### config.mk
export PLATFORM = sky130hd
export DESIGN_NAME = uart_frame_receiver_crc16_top
export DESIGN_NICKNAME = d
export VERILOG_FILES = /design/src/rtl/ufrc_pkg.sv /design/src/rtl/uart_frame_receiver_crc16_top.sv
export SDC_FILE = /design/constraint.sdc
export NUM_CORES = 1
export LEC_CHECK = 0
export BUFFER_PORTS_ARGS = -buffer_cell sky130_fd_sc_hd__buf_4
export CAP_MARGIN = 15
export CORE_UTILIZATION = 50
export CTS_BUF_LIST = sky130_fd_sc_hd__clkbuf_8
export CTS_CLUSTER_SIZE = 16
export DETAILED_ROUTE_END_ITERATION = 10
export PLACE_DENSITY = 0.82
export SYNTH_ARGS = -nofsm -noshare
export SYNTH_HDL_FRONTEND = slang
export SYNTH_SLANG_ARGS = --single-unit
### constraint.sdc
create_clock -name clock -period 5.05 [get_ports clock]
set_input_delay 0.505 -clock clock [delete_from_list [all_inputs] [get_ports clock]]
set_output_delay 0.505 -clock clock [all_outputs]
set_load 0.05 [all_outputs]
### src/rtl/ufrc_pkg.sv
// Shared types, constants and helper functions for the UART frame receiver.
// No dependencies; used by uart_frame_receiver_crc16_top.
package ufrc_pkg;

   localparam int BUF_BYTES       = 1024;
   localparam int HEADER_BYTES    = 8;
   localparam int CRC_TRAIL_BYTES = 2;
   localparam int HDR_IDX_W       = $clog2(HEADER_BYTES);
   localparam int IDX_W           = $clog2(BUF_BYTES) + 1;
   localparam int LEN_W           = 17;
   localparam int CSR_IDX_W       = 3;
   localparam int CSR_DATA_W      = 16;

   localparam logic [15:0] CRC_INIT = 16'hFFFF;
   localparam logic [15:0] CRC_POLY = 16'h1021;

   localparam logic [7:0]  START_BYTE_RST   = 8'd170;
   localparam logic [9:0]  MAX_PAYLOAD_RST  = 10'd1014;
   localparam logic [15:0] LINK_TIMEOUT_RST = 16'd2000;

   // configuration register indexes
   localparam logic [CSR_IDX_W-1:0] CSR_START_BYTE   = 3'd0;
   localparam logic [CSR_IDX_W-1:0] CSR_MAX_PAYLOAD  = 3'd1;
   localparam logic [CSR_IDX_W-1:0] CSR_LINK_TIMEOUT = 3'd2;
   localparam logic [CSR_IDX_W-1:0] CSR_CMD_TYPE_A   = 3'd3;
   localparam logic [CSR_IDX_W-1:0] CSR_CMD_TYPE_B   = 3'd4;

   typedef enum logic [1:0] {
      PH_HUNT   = 2'd0,
      PH_HEADER = 2'd1,
      PH_BODY   = 2'd2
   } phase_type;

   typedef enum logic [2:0] {
      EV_NONE     = 3'd0,
      EV_DATA     = 3'd1,
      EV_GOOD     = 3'd2,
      EV_BAD      = 3'd3,
      EV_OVERFLOW = 3'd4,
      EV_LINKDOWN = 3'd5
   } event_type;

   typedef struct packed {
      logic       cmd;
      logic [7:0] rx_byte;
   } req_payload_type;

   typedef struct packed {
      logic [2:0]  event_res;
      logic [7:0]  data_byte;
      logic [7:0]  frame_type;
      logic [7:0]  sequence_res;
      logic [15:0] payload_length;
      logic [31:0] sent_time;
      logic        link_up;
      logic        is_command;
      logic [15:0] good_frames;
      logic [15:0] bad_frames;
      logic [15:0] overflow_frames;
   } rsp_payload_type;

   // CRC-16/CCITT-FALSE, one byte, MSB first
   function automatic logic [15:0] crc_feed(input logic [15:0] crc, input logic [7:0] b);
      logic [15:0] c;
      c = crc ^ {b, 8'h00};
      for (int i = 0; i < 8; i++) begin
         c = c[15] ? ((c << 1) ^ CRC_POLY) : (c << 1);
      end
      return c;
   endfunction

   function automatic logic [15:0] sat_inc(input logic [15:0] v);
      return (v == 16'hFFFF) ? v : v + 16'd1;
   endfunction

endpackage

### src/rtl/uart_frame_receiver_crc16_top.sv
// UART frame receiver: start-byte hunt, 8-byte header, payload, CRC-16 check,
// link supervision. Depends on ufrc_pkg.
//
// Usage:
//   req channel: one request per received UART byte (cmd = 0) or per
//   millisecond tick (cmd = 1). Every request yields exactly one response.
//   rsp channel: event code, payload byte on a data event, the header fields
//   as currently held, link state and the three saturating frame counters.
//   csr port: write-only; csr_index selects start byte, max payload, link
//   timeout, command type A, command type B. Write only while idle.
// Response: registered, valid in the cycle after a request is accepted.
// Throughput: one request per cycle while req_stall is low; the whole step (bytewise
//   CRC over one byte, header capture, length compare) sits between the request
//   handshake and the response register.
// Reset: synchronous; hunts for the start byte, link down, counters zero,
//   header fields zero, registers at their defaults.
// Stall: the response register holds while rsp_stall is high; req_stall is
//   raised only when that register is full and stalled, so a new request is
//   taken in the same cycle the old response leaves.
module uart_frame_receiver_crc16_top (
   input  logic                                clock,
   input  logic                                reset,
   input  logic                                req_valid,
   output logic                                req_stall,
   input  ufrc_pkg::req_payload_type           req_payload,
   output logic                                rsp_valid,
   input  logic                                rsp_stall,
   output ufrc_pkg::rsp_payload_type           rsp_payload,
   input  logic                                csr_write,
   input  logic [ufrc_pkg::CSR_IDX_W-1:0]      csr_index,
   input  logic [ufrc_pkg::CSR_DATA_W-1:0]     csr_wdata
);
   import ufrc_pkg::*;

   // configuration
   logic [7:0]  start_byte_ff;
   logic [9:0]  max_payload_ff;
   logic [15:0] link_timeout_ff;
   logic [7:0]  cmd_type_a_ff;
   logic [7:0]  cmd_type_b_ff;

   // frame state
   phase_type                         phase_ff, phase_in;
   logic [IDX_W-1:0]                  byte_index_ff, byte_index_in;
   logic [15:0]                       crc_ff, crc_in;
   logic [HEADER_BYTES-1:0][7:0]      hdr_ff, hdr_in;
   logic [7:0]                        crc_high_ff, crc_high_in;
   logic                              link_ff, link_in;
   logic [15:0]                       quiet_ff, quiet_in;
   logic [15:0]                       good_ff, good_in;
   logic [15:0]                       bad_ff, bad_in;
   logic [15:0]                       ovf_ff, ovf_in;

   logic                              rsp_valid_ff, rsp_valid_in;
   rsp_payload_type                   rsp_payload_ff, rsp_payload_in;

   logic                              accept;
   logic                              is_byte;
   logic [7:0]                        b;
   logic                              start_hit;
   logic                              hdr_done;
   logic [LEN_W-1:0]                  new_frame_len;
   logic                              too_big;
   logic [15:0]                       plen;
   logic [LEN_W-1:0]                  crc_pos;
   logic [LEN_W-1:0]                  idx_ext;
   logic                              in_payload;
   logic                              at_crc_high;
   logic                              frame_end;
   event_type                         ev;
   logic [7:0]                        data_out;
   logic                              is_cmd;

   assign req_stall   = rsp_valid_ff & rsp_stall;
   assign accept      = req_valid & ~req_stall;
   assign rsp_valid   = rsp_valid_ff;
   assign rsp_payload = rsp_payload_ff;

   assign is_byte = ~req_payload.cmd;
   assign b       = req_payload.rx_byte;

   // header capture; header bytes arrive in order 0..7
   always_comb begin
      hdr_in = hdr_ff;
      if (is_byte && phase_ff == PH_HEADER) begin
         hdr_in[byte_index_ff[HDR_IDX_W-1:0]] = b;
      end
   end

   // frame condition flags
   always_comb begin
      start_hit     = (b == start_byte_ff);
      hdr_done      = (byte_index_ff + IDX_W'(1)) >= IDX_W'(HEADER_BYTES);
      new_frame_len = LEN_W'(HEADER_BYTES) + LEN_W'({hdr_in[7], hdr_in[6]})
                      + LEN_W'(CRC_TRAIL_BYTES);
      too_big       = new_frame_len > LEN_W'(BUF_BYTES);
      plen          = {hdr_ff[7], hdr_ff[6]};
      crc_pos       = LEN_W'(HEADER_BYTES) + LEN_W'(plen);
      idx_ext       = LEN_W'(byte_index_ff);
      in_payload    = idx_ext < crc_pos;
      at_crc_high   = idx_ext == crc_pos;
      frame_end     = !in_payload && !at_crc_high;
   end

   // next phase
   always_comb begin
      phase_in = phase_ff;
      if (is_byte) begin
         unique case (phase_ff)
            PH_HUNT: begin
               if (start_hit) phase_in = PH_HEADER;
            end
            PH_HEADER: begin
               if (hdr_done) phase_in = too_big ? PH_HUNT : PH_BODY;
            end
            PH_BODY: begin
               if (frame_end) phase_in = PH_HUNT;
            end
            default: phase_in = PH_HUNT;
         endcase
      end
   end

   // datapath and response
   always_comb begin
      byte_index_in = byte_index_ff;
      crc_in        = crc_ff;
      crc_high_in   = crc_high_ff;
      link_in       = link_ff;
      quiet_in      = quiet_ff;
      good_in       = good_ff;
      bad_in        = bad_ff;
      ovf_in        = ovf_ff;
      ev            = EV_NONE;
      data_out      = 8'd0;
      is_cmd        = 1'b0;

      if (!is_byte) begin
         // tick: only the link timer moves
         if (link_ff) begin
            if (quiet_ff >= link_timeout_ff) begin
               link_in  = 1'b0;
               quiet_in = 16'd0;
               ev       = EV_LINKDOWN;
            end else begin
               quiet_in = sat_inc(quiet_ff);
            end
         end
      end else begin
         unique case (phase_ff)
            PH_HUNT: begin
               if (start_hit) begin
                  byte_index_in = '0;
                  crc_in        = CRC_INIT;
               end
            end
            PH_HEADER: begin
               crc_in        = crc_feed(crc_ff, b);
               byte_index_in = byte_index_ff + IDX_W'(1);
               if (hdr_done && too_big) begin
                  ovf_in = sat_inc(ovf_ff);
                  ev     = EV_OVERFLOW;
               end
            end
            PH_BODY: begin
               if (in_payload) begin
                  crc_in        = crc_feed(crc_ff, b);
                  ev            = EV_DATA;
                  data_out      = b;
                  byte_index_in = byte_index_ff + IDX_W'(1);
               end else if (at_crc_high) begin
                  crc_high_in   = b;
                  byte_index_in = byte_index_ff + IDX_W'(1);
               end else begin
                  if (plen <= 16'(max_payload_ff) && {crc_high_ff, b} == crc_ff) begin
                     good_in  = sat_inc(good_ff);
                     link_in  = 1'b1;
                     quiet_in = 16'd0;
                     ev       = EV_GOOD;
                     is_cmd   = (hdr_ff[0] == cmd_type_a_ff) || (hdr_ff[0] == cmd_type_b_ff);
                  end else begin
                     bad_in = sat_inc(bad_ff);
                     ev     = EV_BAD;
                  end
                  byte_index_in = '0;
               end
            end
            default: ;
         endcase
      end

      rsp_payload_in.event_res       = ev;
      rsp_payload_in.data_byte       = data_out;
      rsp_payload_in.frame_type      = hdr_in[0];
      rsp_payload_in.sequence_res    = hdr_in[1];
      rsp_payload_in.payload_length  = {hdr_in[7], hdr_in[6]};
      rsp_payload_in.sent_time       = {hdr_in[5], hdr_in[4], hdr_in[3], hdr_in[2]};
      rsp_payload_in.link_up         = link_in;
      rsp_payload_in.is_command      = is_cmd;
      rsp_payload_in.good_frames     = good_in;
      rsp_payload_in.bad_frames      = bad_in;
      rsp_payload_in.overflow_frames = ovf_in;
   end

   always_comb begin
      if (accept) begin
         rsp_valid_in = 1'b1;
      end else if (!rsp_stall) begin
         rsp_valid_in = 1'b0;
      end else begin
         rsp_valid_in = rsp_valid_ff;
      end
   end

   // configuration registers
   always_ff @(posedge clock) begin
      if (reset) begin
         start_byte_ff   <= START_BYTE_RST;
         max_payload_ff  <= MAX_PAYLOAD_RST;
         link_timeout_ff <= LINK_TIMEOUT_RST;
         cmd_type_a_ff   <= 8'd0;
         cmd_type_b_ff   <= 8'd0;
      end else if (csr_write) begin
         unique case (csr_index)
            CSR_START_BYTE:   start_byte_ff   <= csr_wdata[7:0];
            CSR_MAX_PAYLOAD:  max_payload_ff  <= csr_wdata[9:0];
            CSR_LINK_TIMEOUT: link_timeout_ff <= csr_wdata[15:0];
            CSR_CMD_TYPE_A:   cmd_type_a_ff   <= csr_wdata[7:0];
            CSR_CMD_TYPE_B:   cmd_type_b_ff   <= csr_wdata[7:0];
            default: ;
         endcase
      end
   end

   // frame state, advanced once per accepted request
   always_ff @(posedge clock) begin
      if (reset) begin
         phase_ff      <= PH_HUNT;
         byte_index_ff <= '0;
         crc_ff        <= CRC_INIT;
         hdr_ff        <= '0;
         crc_high_ff   <= 8'd0;
         link_ff       <= 1'b0;
         quiet_ff      <= 16'd0;
         good_ff       <= 16'd0;
         bad_ff        <= 16'd0;
         ovf_ff        <= 16'd0;
      end else if (accept) begin
         phase_ff      <= phase_in;
         byte_index_ff <= byte_index_in;
         crc_ff        <= crc_in;
         hdr_ff        <= hdr_in;
         crc_high_ff   <= crc_high_in;
         link_ff       <= link_in;
         quiet_ff      <= quiet_in;
         good_ff       <= good_in;
         bad_ff        <= bad_in;
         ovf_ff        <= ovf_in;
      end
   end

   always_ff @(posedge clock) begin
      if (reset) begin
         rsp_valid_ff <= 1'b0;
      end else begin
         rsp_valid_ff <= rsp_valid_in;
      end
   end

   always_ff @(posedge clock) begin
      if (accept) begin
         rsp_payload_ff <= rsp_payload_in;
      end
   end

   // checks
   a_rsp_after_req: assert property (@(posedge clock) disable iff (reset)
      accept |=> rsp_valid_ff)
      else $error("no response after accepted request");

   a_cmd_only_good: assert property (@(posedge clock) disable iff (reset)
      rsp_valid_ff && rsp_payload_ff.is_command |-> rsp_payload_ff.event_res == EV_GOOD)
      else $error("command flag without good frame");

   a_linkdown_clears: assert property (@(posedge clock) disable iff (reset)
      rsp_valid_ff && rsp_payload_ff.event_res == EV_LINKDOWN |-> !rsp_payload_ff.link_up)
      else $error("link-down event with link still up");

   a_good_monotonic: assert property (@(posedge clock) disable iff (reset)
      !$past(reset) |-> good_ff >= $past(good_ff))
      else $error("good frame counter went down");

   a_body_past_header: assert property (@(posedge clock) disable iff (reset)
      phase_ff == PH_BODY |-> byte_index_ff >= IDX_W'(HEADER_BYTES))
      else $error("payload phase before header complete");

endmodule
---- Word-level counts from Yosys, hierarchy flattened ----
Index checks and enable logic that the tools add are counted.
cells by class
  bitwise operators ....................... 16
  muxes and demuxes ....................... 65
  reduce and logical (&&, ||, !) cells .... 25
  add/sub/neg operators ................... 8
  eq/ne operators ......................... 24
  magnitude comparators ................... 7
operators with widths
  operator                                                         number
  2-to-1 mux 16 bit                                                26
  2-to-1 mux 13 bit                                                8
  adder 16 x 1 -> 16 bit, second input constant                    4
  bitwise mux 64 bit                                               1
  equality test 16 bit, second input constant                      4
  2-to-1 mux 64 bit                                                1
  case mux 16 bit (3 select lines)                                 1
  adder 4 x 16 -> 17 bit, first input constant                     2
  2-to-1 mux 11 bit                                                3
  case mux 11 bit (3 select lines)                                 1
  demux 8 bit (select 3 bit)                                       1
  equality test 8 bit                                              3
  NOT 3 bit                                                        8
  adder 17 x 2 -> 17 bit, second input constant                    1
  equality test 11 x 17 -> 1 bit                                   1
  greater-than comparator 17 x 11 -> 1 bit, second input constant  1
  less-than comparator 11 x 17 -> 1 bit                            1
  equality test 16 bit                                             1
  >= comparator 16 bit                                             1
  <= comparator 16 x 10 -> 1 bit                                   1
  XOR 16 bit                                                       1
  AND reduction 5 bit                                              3
  2-to-1 mux 2 bit                                                 6
  2-to-1 mux 3 bit                                                 4
  30 further kinds                                                 61
storage, ports and cells
  bits in registers ....................... 342
  input bits .............................. 33

---- Longest topological paths before layout ----
  depth in word-level cells ............... 19
  depth in mapped cells ................... 16
  depth with buffers taken out ............ 13

---- Worst setup path before layout ----
OpenSTA, ideal clock, no wires.
  kind .................................... reg-to-reg
  from .................................... reg rsp_valid_ff (netlist: rsp_valid)
  to ...................................... reg rsp_payload_ff, in the netlist rsp_payload[0], enable pin
  stages on the path, launching flop included .. 7
  required time ........................... 4.512 ns
  path slack .............................. -0.379 ns
  arrival ................................. 4.891 ns
  path buffers ............................ 3
  clock period less this slack ............ 5.429 ns
  cell sequence ........................... dfxtp_1 > nand2_1 > nand2_1 > inv_1 > clkbuf_1 > clkbuf_1 > clkbuf_1
on the way
  word-level cells in the longest chain between the ends .. 3
ends and longest elaborated chain
  what                    RTL line                              text
  from (decl)             uart_frame_receiver_crc16_top.sv:54   logic rsp_valid_ff, rsp_valid_in;
  from (signal assigned)  uart_frame_receiver_crc16_top.sv:266  rsp_valid_ff <= rsp_valid_in;
  bitwise AND 1 bit       uart_frame_receiver_crc16_top.sv:74   assign req_stall = rsp_valid_ff & rsp_stall;
  NOT 1 bit               uart_frame_receiver_crc16_top.sv:75   assign accept = req_valid & ~req_stall;
  bitwise AND 1 bit       uart_frame_receiver_crc16_top.sv:75
  via accept              uart_frame_receiver_crc16_top.sv:57   logic accept;
  to (signal assigned)    uart_frame_receiver_crc16_top.sv:272  rsp_payload_ff <= rsp_payload_in;
  to (decl)               uart_frame_receiver_crc16_top.sv:55   rsp_payload_type rsp_payload_ff, rsp_payload_in;
The timed path passes the listed nets, and every way through them passes these cells.
A chain may end at the register's enable or synchronous reset.

==> key figures <==
Route
  – Via count: 13700
  – Post-route DRC: 0
  – WL per Instance: 17.4 um
  – Antenna-violating nets left: 0
  – Via/cell ratio: 5.72
  – Number of detailed-route iterations in the first pass: 5
  – Initial DRC count: 1081
  – Final wirelength: 41700 um

Logic synthesis
  – Sequential share of the synthesized area: 48.5%
  – Mean Syn Cell Area: 9.43 um^2
  – Yosys warns: 0
  – Synth cell types: 74
  – FF+latch count, synth: 342
  – Post-Syn Area: 16700 um^2
  – Asr flop ratio synth: 0%
  – Yosys top cell by area: dfxtp_1
  – Synth top area share: 26.0%
  – Synth Instances: 1773
  – Post-synth EDFFs: 125
  – Synth area leaders: dfxtp_1 26%, edfxtp_1 22%, mux2_2 4.8%, nor2_1 4.5%, nand2_1 4.4%
  – Syn_nets: 1855
  – Primary FF master, synth: dfxtp_1

Place
  – Placed cell areas: 18200 um^2
  – Port-buffer cells: 159
  – Inst Count DP: 2286
  – Routability cong.: 0.897
  – Detailed-placement wirelength estimate: 27600 um

Worst setup path
  – CP Launch Point: phase_ff[1]
  – Crit-path cells: inv_1 > ha_1 > nand3b_1 > nor2_1 > buf_4 > nand2_1 > o21ai_0 > ha_1 > o211ai_1 > mux2_2 > or4_1 > nand3_1 > mux2_2
  – Max incr delay on CP: 990 ps
  – CP arrival: 4710 ps
  – Internal reg-to-reg setup slack: 810 ps
  – Critical path peak fanout: 26
  – Worst flop-to-flop path startpoint: phase_ff[1]
  – Crit-path slowest cell: or4_1
  – Worst EP required: 5520 ps
  – Critical Path End Type: flop
  – Reg2Reg Depth: 13
  – Setup CP Type: reg2reg
  – CP Launch Type: flop
  – Reg2reg end: ovf_ff[2]

Timing
  – Slew margin rel.: 27.5%
  – Crit path time final: 4240 ps
  – Period utilisation layout: 84.0%
  – Worst slew pin tran: 1090 ps
  – Min Hold Slack: 145 ps
  – Final Hold Viols: 0
  – Max frequency: 0.236 GHz
  – RSZ-0062 raised after global routing: false
  – Final setup vio count: 0
  – Final TNS setup: 0 ps
  – Max-slew violation count: 0
  – Final setup skew: 30.2 ps

Power
  – Peak supply drop: 274 uV
  – Power density over the cells: 332 nW/um^2
  – P_leak: 7.77 nW

Floorplan
  – Die Y: 185 um
  – Die Width: 185 um
  – # rows: 66
  – Starting Density: 51.1%
  – Core box area: 32700 um^2
  – IO Count: 160
  – Die area: 34200 um^2

Hold path
  – Hold depth: 3
  – Worst hold path startpoint: csr_wdata[12]
  – Worst hold path type: in2reg
  – Hold Path Sink: link_timeout_ff[12]

Global route
  – Initial antenna violation count: 1
  – First-pass GRT wire length: 66200 um
  – Vias in the first global route: 13100
  – Largest net degree at the start of global routing: 145
  – Gr ovfl total: 0
  – Overall global routing resource usage: 24.1%

Clocking
  – Cells resized by post-CTS repair: 0
  – Clock buffer count from CTS: 55
  – Worst skew pair latency: 600 ps
  – CTS sink count: 342
  – Cts hold-fix bufs: 0
  – Max clock buf depth: 3
  – Clock root cell: clkbuf_8
  – CTS tree: built
  – Post-CTS Setup Bufs: 0
  – Clock Pin Slew Worst Setup and Hold Paths: 70 ps
  – H-Tree Depth: 2

Flow run
  – Number of max-cap violations: 0

Finish
  – Most common cell after layout, fill and taps aside: dfxtp_1
  – Final non-filler cell total: 2392
  – Most frequent cells in the layout: 217 x dfxtp_1, 202 x nor2_1, 197 x nand2_1
  – Post-Layout Inst Area: 19500 um^2
  – Share of cells above drive strength 1: 18.6%
  – Antenna Diode Count: 0
  – Filler cells: 2712
  – Syn-to-layout area delta: 16.8%
  – Final nets: 1985

Status
  – Status: finished clean
==> worst max-delay path: cells and delay by family, from the launching register on <==
kind,cells,cell delay [ps]
mux,2,730
simple gates,5,1810
fa+ha+maj,2,520
buf+inv,2,290
compound gates,2,360
flops,1,400
==> synth_stat cells, types with 5 or more instances <==
master / number
clkbuf_1: 80
a31o_2: 6
xnor2_1: 75
o21ai_0: 40
a21o_1: 5
o31ai_1: 12
mux2i_1: 20
nand3_1: 56
or4_1: 13
mux2_2: 71
a211oi_1: 8
nor4_1: 15
o21a_1: 7
a21oi_1: 95
nand2_1: 198
inv_1: 57
ha_1: 49
buf_1: 8
nor2_1: 202
a31oi_1: 27
and3_1: 47
o22ai_1: 12
and2_1: 16
buf_2: 10
nor3_1: 74
a311oi_1: 7
edfxtp_1: 125
xor2_1: 45
o211ai_1: 21
nand2b_1: 11
nand4_1: 39
or3_1: 16
nor2b_1: 15
dfxtp_1: 217
and4_1: 5
==> where the power goes <==
part / internal (W) / leakage, nW / total (W) / switching [W]
registers: 0.00297 / 3.02 / 0.00302 / 0.0000573
logic: 0.000204 / 4.04 / 0.000691 / 0.000487
clock network: 0.00161 / 0.718 / 0.00276 / 0.00114
==> flip-flops by register name (all words and copies together) (netlist names), 11 cells and up <==
signal           flops
rsp_payload        125
bad_ff              16
byte_index_ff       11
link_timeout_ff     16
good_ff             16
crc_ff              16
hdr_ff              64
ovf_ff              16
quiet_ff            16
==> through the flow <==
stage | worst slack (ps) | total power [W] | utilization [%]
floorplan | 1480 | 0.00356 | -
global placement | 1020 | 0.00375 | 55.6
detailed placement | 864 | 0.00377 | 55.6
CTS | 894 | 0.00652 | 59.6
global route | 625 | 0.00672 | 59.7
finish | 808 | 0.00647 | 59.7
==> metal layers <==
metal / vias up / track usage [%] / wire length (um)
met5: - / 0 / 0
met4: 0 / 8.76 / 1230
met3: 89 / 5.23 / 2920
met2: 449 / 41.0 / 20100
li1: 6609 / - / -
met1: 6539 / 30.1 / 17400
==> logic make-up (layout without fill, tap and decap cells) <==
group,after synthesis,count (layout),synth area share (%)
and+or+nand+nor,726,726,20.7
DFF,342,342,48.5
muxes,91,91,5.98
buffers and inverters,162,339,3.89
AOI/OAI and AO/OA,283,283,11.0
xor gates and xnor gates,120,120,6.29
adders and majority gates,49,49,3.67
==> how the worst max path moves through the flow <==
stage                 endpoint  slack [ps]  cells past startpoint
4_1_cts              ovf_ff[2]         890                     13
3_5_place_dp         ovf_ff[2]         860                     11
2_1_floorplan  rsp_payload[13]        1480                     14
6_report             ovf_ff[2]         810                     13
3_3_place_gp         ovf_ff[5]        1020                     11
5_1_grt              ovf_ff[5]         620                     13
==> cell type report <==
class,instances,area [um^2],area share (%)
clock buffer,73,1000,5.15
clock inverter,31,314,1.61
inverter,57,221,1.14
multi-input combinational,1269,7970,40.9
sequential,342,8100,41.5
tap,442,553,2.83
timing repair buffer,178,1350,6.91
No activity file was read; power rests on OpenSTA's default activity.
